--- config.mk ---
export PLATFORM = sky130hd
export DESIGN_NAME = prmf_ctrl
export DESIGN_NICKNAME = d
export VERILOG_FILES = /design/src/rtl/prmf_pkg.sv /design/src/rtl/prmf_ctrl.sv
export SDC_FILE = /design/constraint.sdc
export NUM_CORES = 1
export LEC_CHECK = 0
export BUFFER_PORTS_ARGS = -buffer_cell sky130_fd_sc_hd__buf_2
export CAP_MARGIN = 40
export CORE_UTILIZATION = 50
export DETAILED_ROUTE_END_ITERATION = 7
export PLACE_DENSITY = 0.76
export SYNTH_ARGS = -nofsm -noshare
export SYNTH_HDL_FRONTEND = slang
export SYNTH_SLANG_ARGS = --single-unit
--- constraint.sdc ---
create_clock -name clk -period 2 [get_ports clk]
set_input_delay 0.4 -clock clk [delete_from_list [all_inputs] [get_ports clk]]
set_output_delay 0.4 -clock clk [all_outputs]
set_load 0.005 [all_outputs]
--- src/rtl/prmf_pkg.sv ---
`timescale 1ns / 1ps
// ----------------------------------------------------------------------------
// prmf_pkg
// Shared sizes, result codes, datapath command and status types for the
// push-relabel maximum flow engine.
// ----------------------------------------------------------------------------
package prmf_pkg;

  localparam int MAX_NODES = 64;
  localparam int NODE_AW   = 6;
  localparam int ARC_SLOTS = 512;
  localparam int ARC_AW    = 9;
  localparam int ARC_CW    = 10;
  localparam int CAP_W     = 16;
  localparam int FLOW_W    = 17;
  localparam int EXC_W     = 24;
  localparam int HGT_W     = 8;
  localparam int NC_W      = 7;

  localparam logic [ARC_CW-1:0] ARC_NONE = ARC_CW'(ARC_SLOTS);
  localparam logic [NC_W-1:0]   NC_MIN   = NC_W'(2);
  localparam logic [NC_W-1:0]   NC_MAX   = NC_W'(MAX_NODES);

  localparam logic [1:0] ST_OK    = 2'd0;
  localparam logic [1:0] ST_FULL  = 2'd1;
  localparam logic [1:0] ST_RANGE = 2'd2;

  typedef enum logic [4:0] {
    OP_NONE, OP_LATCH,
    OP_ADD_RDU, OP_ADD_WRA, OP_ADD_RDV, OP_ADD_WRB,
    OP_CLR, OP_SRC_H, OP_LOAD_A, OP_ARC_RD, OP_SRC_EVAL, OP_SRC_REV, OP_A_NEXT,
    OP_POP_RD, OP_POP_U, OP_LOAD_U, OP_U_DONE,
    OP_CUR_RD, OP_D_H, OP_PUSH1, OP_PUSH2, OP_ADV,
    OP_RL_FIRST, OP_RL_H, OP_RL_EVAL, OP_RL_END,
    OP_FIN_RD, OP_OUT_OK, OP_OUT_BAD, OP_OUT_FULL, OP_OUT_FLOW
  } dp_op_t;

  typedef struct packed {
    logic is_solve;
    logic bad_node;
    logic table_full;
    logic st_same;
    logic clr_last;
    logic a_end;
    logic sat_ok;
    logic q_empty;
    logic pop_skip;
    logic exc_zero;
    logic cur_end;
    logic push_ok;
    logic rl_res;
  } dp_stat_t;

endpackage

--- src/rtl/prmf_ctrl.sv ---
`timescale 1ns / 1ps
// ----------------------------------------------------------------------------
// prmf_ctrl
// Controller: sequences edge loading, solve set-up, FIFO discharge and
// relabel walks by issuing one datapath command per cycle.
// ----------------------------------------------------------------------------
module prmf_ctrl (
  input  logic               clk,
  input  logic               rst_n,
  input  logic               start,
  output logic               busy,
  input  prmf_pkg::dp_stat_t stat,
  output prmf_pkg::dp_op_t   op
);

  typedef enum logic [5:0] {
    S_IDLE, S_DECODE,
    S_ADD_RDU, S_ADD_WRA, S_ADD_RDV, S_ADD_WRB,
    S_OUT_OK, S_OUT_BAD, S_OUT_FULL, S_OUT_FLOW,
    S_CLR, S_SRC_H, S_SRC_PTR, S_SRC_CHK, S_SRC_RD, S_SRC_EVAL, S_SRC_REV, S_SRC_NX,
    S_POP, S_POP_U, S_LOAD_U, S_DIS, S_U_DONE, S_D_RD, S_D_H, S_D_EVAL, S_PUSH2,
    S_RL_START, S_RL_PTR, S_RL_CHK, S_RL_RD, S_RL_H, S_RL_EVAL, S_RL_END,
    S_FIN
  } state_t;

  state_t state_r, state_nxt;
  logic   busy_r, busy_nxt;

  always_comb begin
    state_nxt = state_r;
    op        = prmf_pkg::OP_NONE;
    unique case (state_r)
      S_IDLE: begin
        if (start) begin
          op = prmf_pkg::OP_LATCH; state_nxt = S_DECODE;
        end
      end
      S_DECODE: begin
        if (stat.bad_node) begin
          state_nxt = S_OUT_BAD;
        end else if (!stat.is_solve) begin
          state_nxt = stat.table_full ? S_OUT_FULL : S_ADD_RDU;
        end else begin
          state_nxt = stat.st_same ? S_OUT_OK : S_CLR;
        end
      end
      S_ADD_RDU:  begin op = prmf_pkg::OP_ADD_RDU;  state_nxt = S_ADD_WRA; end
      S_ADD_WRA:  begin op = prmf_pkg::OP_ADD_WRA;  state_nxt = S_ADD_RDV; end
      S_ADD_RDV:  begin op = prmf_pkg::OP_ADD_RDV;  state_nxt = S_ADD_WRB; end
      S_ADD_WRB:  begin op = prmf_pkg::OP_ADD_WRB;  state_nxt = S_OUT_OK;  end
      S_OUT_OK:   begin op = prmf_pkg::OP_OUT_OK;   state_nxt = S_IDLE;    end
      S_OUT_BAD:  begin op = prmf_pkg::OP_OUT_BAD;  state_nxt = S_IDLE;    end
      S_OUT_FULL: begin op = prmf_pkg::OP_OUT_FULL; state_nxt = S_IDLE;    end
      S_OUT_FLOW: begin op = prmf_pkg::OP_OUT_FLOW; state_nxt = S_IDLE;    end
      S_CLR: begin
        op = prmf_pkg::OP_CLR;
        if (stat.clr_last) begin
          state_nxt = S_SRC_H;
        end
      end
      S_SRC_H:   begin op = prmf_pkg::OP_SRC_H;  state_nxt = S_SRC_PTR; end
      S_SRC_PTR: begin op = prmf_pkg::OP_LOAD_A; state_nxt = S_SRC_CHK; end
      S_SRC_CHK: begin
        state_nxt = stat.a_end ? S_POP : S_SRC_RD;
      end
      S_SRC_RD:  begin op = prmf_pkg::OP_ARC_RD; state_nxt = S_SRC_EVAL; end
      S_SRC_EVAL: begin
        op = prmf_pkg::OP_SRC_EVAL;
        state_nxt = stat.sat_ok ? S_SRC_REV : S_SRC_NX;
      end
      S_SRC_REV: begin op = prmf_pkg::OP_SRC_REV; state_nxt = S_SRC_NX;  end
      S_SRC_NX:  begin op = prmf_pkg::OP_A_NEXT;  state_nxt = S_SRC_CHK; end
      S_POP: begin
        if (stat.q_empty) begin
          state_nxt = S_FIN;
        end else begin
          op = prmf_pkg::OP_POP_RD; state_nxt = S_POP_U;
        end
      end
      S_POP_U: begin
        op = prmf_pkg::OP_POP_U;
        state_nxt = stat.pop_skip ? S_POP : S_LOAD_U;
      end
      S_LOAD_U: begin op = prmf_pkg::OP_LOAD_U; state_nxt = S_DIS; end
      S_DIS: begin
        if (stat.exc_zero) begin
          state_nxt = S_U_DONE;
        end else if (stat.cur_end) begin
          state_nxt = S_RL_START;
        end else begin
          state_nxt = S_D_RD;
        end
      end
      S_U_DONE: begin op = prmf_pkg::OP_U_DONE; state_nxt = S_POP;    end
      S_D_RD:   begin op = prmf_pkg::OP_CUR_RD; state_nxt = S_D_H;    end
      S_D_H:    begin op = prmf_pkg::OP_D_H;    state_nxt = S_D_EVAL; end
      S_D_EVAL: begin
        if (stat.push_ok) begin
          op = prmf_pkg::OP_PUSH1; state_nxt = S_PUSH2;
        end else begin
          op = prmf_pkg::OP_ADV; state_nxt = S_DIS;
        end
      end
      S_PUSH2:    begin op = prmf_pkg::OP_PUSH2;    state_nxt = S_DIS;    end
      S_RL_START: begin op = prmf_pkg::OP_RL_FIRST; state_nxt = S_RL_PTR; end
      S_RL_PTR:   begin op = prmf_pkg::OP_LOAD_A;   state_nxt = S_RL_CHK; end
      S_RL_CHK: begin
        state_nxt = stat.a_end ? S_RL_END : S_RL_RD;
      end
      S_RL_RD:   begin op = prmf_pkg::OP_ARC_RD;  state_nxt = S_RL_H;    end
      S_RL_H:    begin op = prmf_pkg::OP_RL_H;    state_nxt = S_RL_EVAL; end
      S_RL_EVAL: begin op = prmf_pkg::OP_RL_EVAL; state_nxt = S_RL_CHK;  end
      S_RL_END:  begin op = prmf_pkg::OP_RL_END;  state_nxt = S_DIS;     end
      S_FIN:     begin op = prmf_pkg::OP_FIN_RD;  state_nxt = S_OUT_FLOW; end
      default: begin
        state_nxt = S_IDLE;
      end
    endcase
    busy_nxt = state_nxt != S_IDLE;
  end

  always_ff @(posedge clk) begin
    if (!rst_n) begin
      state_r <= S_IDLE;
      busy_r  <= 1'b0;
    end else begin
      state_r <= state_nxt;
      busy_r  <= busy_nxt;
    end
  end

  assign busy = busy_r;

endmodule

=== Yosys cells after proc, flatten, opt, wreduce, memory -nomap -nowiden ===
Cells that the tools add are included.

* Equal/unequal tests: 34
* Multiplexer cells: 19
* Reductions and logical operators: 7

{| class="wikitable"
|+ Operators with widths
! operator !! count
|-
| $pmux W6 S27 || 1
|-
| $pmux W5 S29 || 1
|-
| $eq A6 B5 Y1 const B || 16
|-
| $eq A6 B4 Y1 const B || 8
|-
| $mux W4 || 8
|-
| $eq A6 B3 Y1 const B || 4
|-
| $mux W6 || 4
|-
| $eq A6 B6 Y1 const B || 3
|-
| $eq A6 B2 Y1 const B || 2
|-
| $reduce_or A2 Y1 || 4
|-
| $eq A6 B1 Y1 const B || 1
|-
| $logic_not A6 Y1 || 1
|-
| $mux W3 || 2
|-
| $reduce_bool A6 Y1 || 1
|-
| $mux W5 || 1
|-
| $reduce_or A3 Y1 || 1
|-
| $mux W1 || 2
|}

* Register bits after elaboration: 7
* Logic and storage cells: 62

=== Depth between registers and ports, before layout ===
* Depth after elaboration: 5
* Gate-level depth with buffers: 9

=== Least setup slack after synthesis ===
Ideal clock, no wire load.

* Path kind: register to register
* From: reg state_r[5]
* To: reg busy_r, in the netlist busy
* Setup time: 125 ps
* Arrival: 1942 ps
* Required time: 1875 ps
* Slack: -68 ps
* Cell stages (with the launch flop): 9
* Path buffers: 2
* Period minus slack after synthesis: 2068 ps
* Cells stage by stage: dfxtp_1 > buf_6 > nor2b_4 > buf_6 > a32oi_1 > o32ai_1 > or3_1 > or3_1 > o41a_1

* Word-level cells in the longest chain between the ends: 4
* Elaborated cells on any way between the ends: 38
* Those cells by class: eq/ne: 30; mux: 3; reduce/logical: 5

{| class="wikitable"
|+ RTL lines
! element !! line !! source
|-
| start, declared || prmf_ctrl.sv:26 || <nowiki>state_t state_r, state_nxt;</nowiki>
|-
| start signal, assigned || prmf_ctrl.sv:127 || <nowiki>state_r <= state_nxt;</nowiki>
|-
| $eq A6 B6 Y1 (tied with other cells) || prmf_ctrl.sv:32 || <nowiki>unique case (state_r)</nowiki>
|-
| $reduce_or A3 Y1 (no line) or $reduce_or A2 Y1 (tied branches) || -- ||
|-
| $pmux W6 S27 * || prmf_ctrl.sv:32 ||
|-
| $reduce_bool A6 Y1 * || prmf_ctrl.sv:119 || <nowiki>busy_nxt = state_nxt != S_IDLE;</nowiki>
|-
| end signal, assigned || prmf_ctrl.sv:128 || <nowiki>busy_r <= busy_nxt;</nowiki>
|-
| end, declared || prmf_ctrl.sv:27 || <nowiki>logic busy_r, busy_nxt;</nowiki>
|}

Mark *: on every way between the ends. The rest lies on a longest branch, timed or not.
A chain may end at the register's enable or synchronous reset.

=== Final worst setup path ===
* From: reg state_r[1]
* To: reg busy_r, in the netlist busy

The elaborated chain is that of the path after synthesis.

==> results.sh <==
export IMPL_outcome="complete, but fails checks"
export IMPL_violations="negative setup slack"
export IMPL_drt_total_wl_um=5760
export IMPL_io_buffers=20
export IMPL_worst_setup_path_start_kind="flip-flop"
export IMPL_grt_pass1_wl_um=7260
export IMPL_drt_iter0_markers=158
export IMPL_slew_headroom_pct=68.4
export IMPL_min_period_ns=2.25
export IMPL_drv_cap=0
export IMPL_drive_gt1_share_pct=47.5
export IMPL_start_util_pct=53.7
export IMPL_leakagePower_nw=0.841
export IMPL_final_cell_count_no_fill=283
export IMPL_die_w_um=51.2
export IMPL_p_clk_share_pct=5.9
export IMPL_syn_instance_count=187
export IMPL_final_nets=272
export IMPL_place_gp_congestion=1.02
export IMPL_ys_types=52
export IMPL_cts_sinks=7
export IMPL_path_clk_slew_ns=0.05
export IMPL_period_share_pct=112
export IMPL_ios=22
export IMPL_ir_drop_mv=1.05
export IMPL_ys_warn_count=0
export IMPL_clk_latency_ns=0.25
export IMPL_fp_dieH_um=51.2
export IMPL_regArea_um2=158
export IMPL_grt_max_degree=23
export IMPL_synth_edf_count=0
export IMPL_final_common_cell="buf_4"
export IMPL_seq_power_share_pct=12.7
export IMPL_fin_util_pct=88.2
export IMPL_setup_viol=5
export IMPL_worst_hold_slack_ns=0.449
export IMPL_core_mm2=0.00225
export IMPL_row_count=17
export IMPL_critPathMaxFanout=22
export IMPL_synth_avg_cell_area_um2=6.47
export IMPL_nFillCells=102
export IMPL_route_vias_total=1926
export IMPL_p_int_w=0.00109
export IMPL_antenna_left=0
export IMPL_fmax_mhz=445
export IMPL_dp_cells=266
export IMPL_endpoint_kind="flip-flop"
export IMPL_h_tree_depth=1
export IMPL_grt_pass1_vias=1584
export IMPL_synth_area_mm2=0.00121
export IMPL_power_density_mw_per_mm2=1090
export IMPL_cts_tree="yes"
export IMPL_cts_buffer_depth=2
export IMPL_critical_path_top_delay_family="compound AO/OA/AOI/OAI gates"
export IMPL_p_switching_w=0.00109
export IMPL_finalMaxSlewViolations=0
export IMPL_crit_required_ns=2.13
export IMPL_dpl_instance_area_mm2=0.00164
export IMPL_rsz0062_at_grt="true"
export IMPL_crit_buf_inv=1
export IMPL_insertedDiodeCount=0
export IMPL_finalPower_w=0.00217
export IMPL_crit_path_cell_trace="buf_12 > and2b_1 > o311ai_0 > a21boi_0 > or3_4 > o41a_1"
export IMPL_area_delta_synth_final_pct=64.4
export IMPL_antenna_found_initial=0
export IMPL_r2r_slack_ns=-0.25
export IMPL_critPathKind="reg2reg"
export IMPL_drt_wirelength_per_cell_um=20.3
export IMPL_cts_root_buf="clkbuf_4"
export IMPL_drc=0
export IMPL_swShare_pct=49.9
export IMPL_worstMarginPinSlew_ns=0.470
export IMPL_hold_buffers=0
export IMPL_ys_flop_type="dfxtp_1"
export IMPL_combPwrFrac_pct=81.4
export IMPL_finalInstanceArea_mm2=0.00199
export IMPL_dr_pass1_iters=4
export IMPL_slowest_stage="o41a_1"
export IMPL_via_per_inst=6.81
export IMPL_die_area_mm2=0.00262
export IMPL_cpPeakStageDelay_ns=0.42
export IMPL_hold_viol_final=0
export IMPL_multi_input_area_mm2=0.00112
export IMPL_synthesis_nets=203
export IMPL_synth_seq_area_share_pct=11.6
export IMPL_clock_skew_ns=0.00251
export IMPL_grt_use_total_pct=37.8
export IMPL_fin_ws_ns=-0.249
export IMPL_cp_arrival_ns=2.38
export IMPL_post_dp_hpwl_um=3460
export IMPL_synthArstFlopShare_pct=0
export IMPL_ys_ff_latch=7
export IMPL_hold_path_class="in2reg"
export IMPL_grt_ovfl_total=0
export IMPL_cts_made_buffers=3
export IMPL_final_cell_mix="buf_4, buf_2, nand2_1"
[kinds of logic (layout without fill, tap and decap cells)]
kind of cell / after synthesis / in the layout / share of synthesized area, %
xor gates and xnor gates: 4 / 4 / 2.90
buffers and inverters: 25 / 93 / 10.5
muxes: 1 / 1 / 0.827
AOI/OAI and AO/OA: 61 / 61 / 35.0
DFF: 7 / 7 / 11.6
and+or+nand+nor: 89 / 89 / 39.2
[synthesized netlist by cell type (all sizes together) (2+ instances only)]
library cell / number / area, um^2
a21oi: 10 / 50.1
a2bb2oi: 2 / 17.5
nor4: 4 / 25.0
o22ai: 5 / 31.3
nor2: 14 / 52.6
or3: 2 / 12.5
nand2: 18 / 67.6
and2b: 2 / 15.0
a31oi: 3 / 18.8
o21ai: 13 / 65.1
nor3: 3 / 15.0
nand4: 4 / 25.0
a32oi: 3 / 26.3
o31ai: 2 / 15.0
nand2b: 5 / 31.3
inv: 8 / 30.0
nand3: 14 / 70.1
nor3b: 3 / 22.5
buf: 14 / 86.3
nor2b: 12 / 82.6
xor2: 2 / 17.5
xnor2: 2 / 17.5
o221ai: 3 / 26.3
dfxtp: 7 / 140
and2: 5 / 31.3
a22o: 2 / 17.5
a21boi: 3 / 22.5
clkbuf: 3 / 11.3
[layer usage]
layer,vias to the layer above,wire length [um],GRT usage (%)
met3,30,749,2.38
met2,175,2700,63.6
met1,894,2090,50.7
li1,827,-,-
met5,-,0,0
met4,0,217,12.5
[registers in the layout, indices dropped and copies added, names as in the netlist]
| signal | flops |
|---|---|
| state_r | 6 |
| busy | 1 |
[through the flow]
step                worst slack [ns]  setup TNS [ns]
CTS                           -0.154          -0.622
finish                        -0.249          -0.806
global placement              -0.104          -0.104
detailed placement            -0.157          -0.207
floorplan                     0.0106               0
global route                  -0.264           -1.02
[worst paths after layout]
check,endpoint,startpoint,depth (start not counted)
max,busy$_SDFF_PN0_,state_r[1]$_SDFF_PN0_,6
min,busy$_SDFF_PN0_,rst_n,2
max reg2reg,busy$_SDFF_PN0_,state_r[1]$_SDFF_PN0_,6
min reg2reg,state_r[5]$_SDFF_PN0_,state_r[5]$_SDFF_PN0_,4
[cell type report]
cell class | count | area share [%]
clock buffers | 4 | 1.32
inverters | 8 | 1.51
multi-input cells | 155 | 56.1
flip-flops and latches | 7 | 7.92
well taps | 28 | 1.76
repair buffers | 81 | 31.4
[repair_timing]
item	4_1_cts	5_1_grt
endpoints found under the setup margin	6	6
resized for setup	28	35
pin swaps	9	7
setup buffers	6	7
[power by group through the flow]
stage / clock, W / combinational [W] / sequential, W
after floorplan: 0 / 0.000835 / 0.000210
after global placement: 0 / 0.00135 / 0.000238
after detailed placement: 0 / 0.00138 / 0.000240
after CTS: 0.000125 / 0.00148 / 0.000260
after global routing: 0.000135 / 0.00185 / 0.000281
final: 0.000129 / 0.00177 / 0.000276
(Power assumes the default switching activity.)
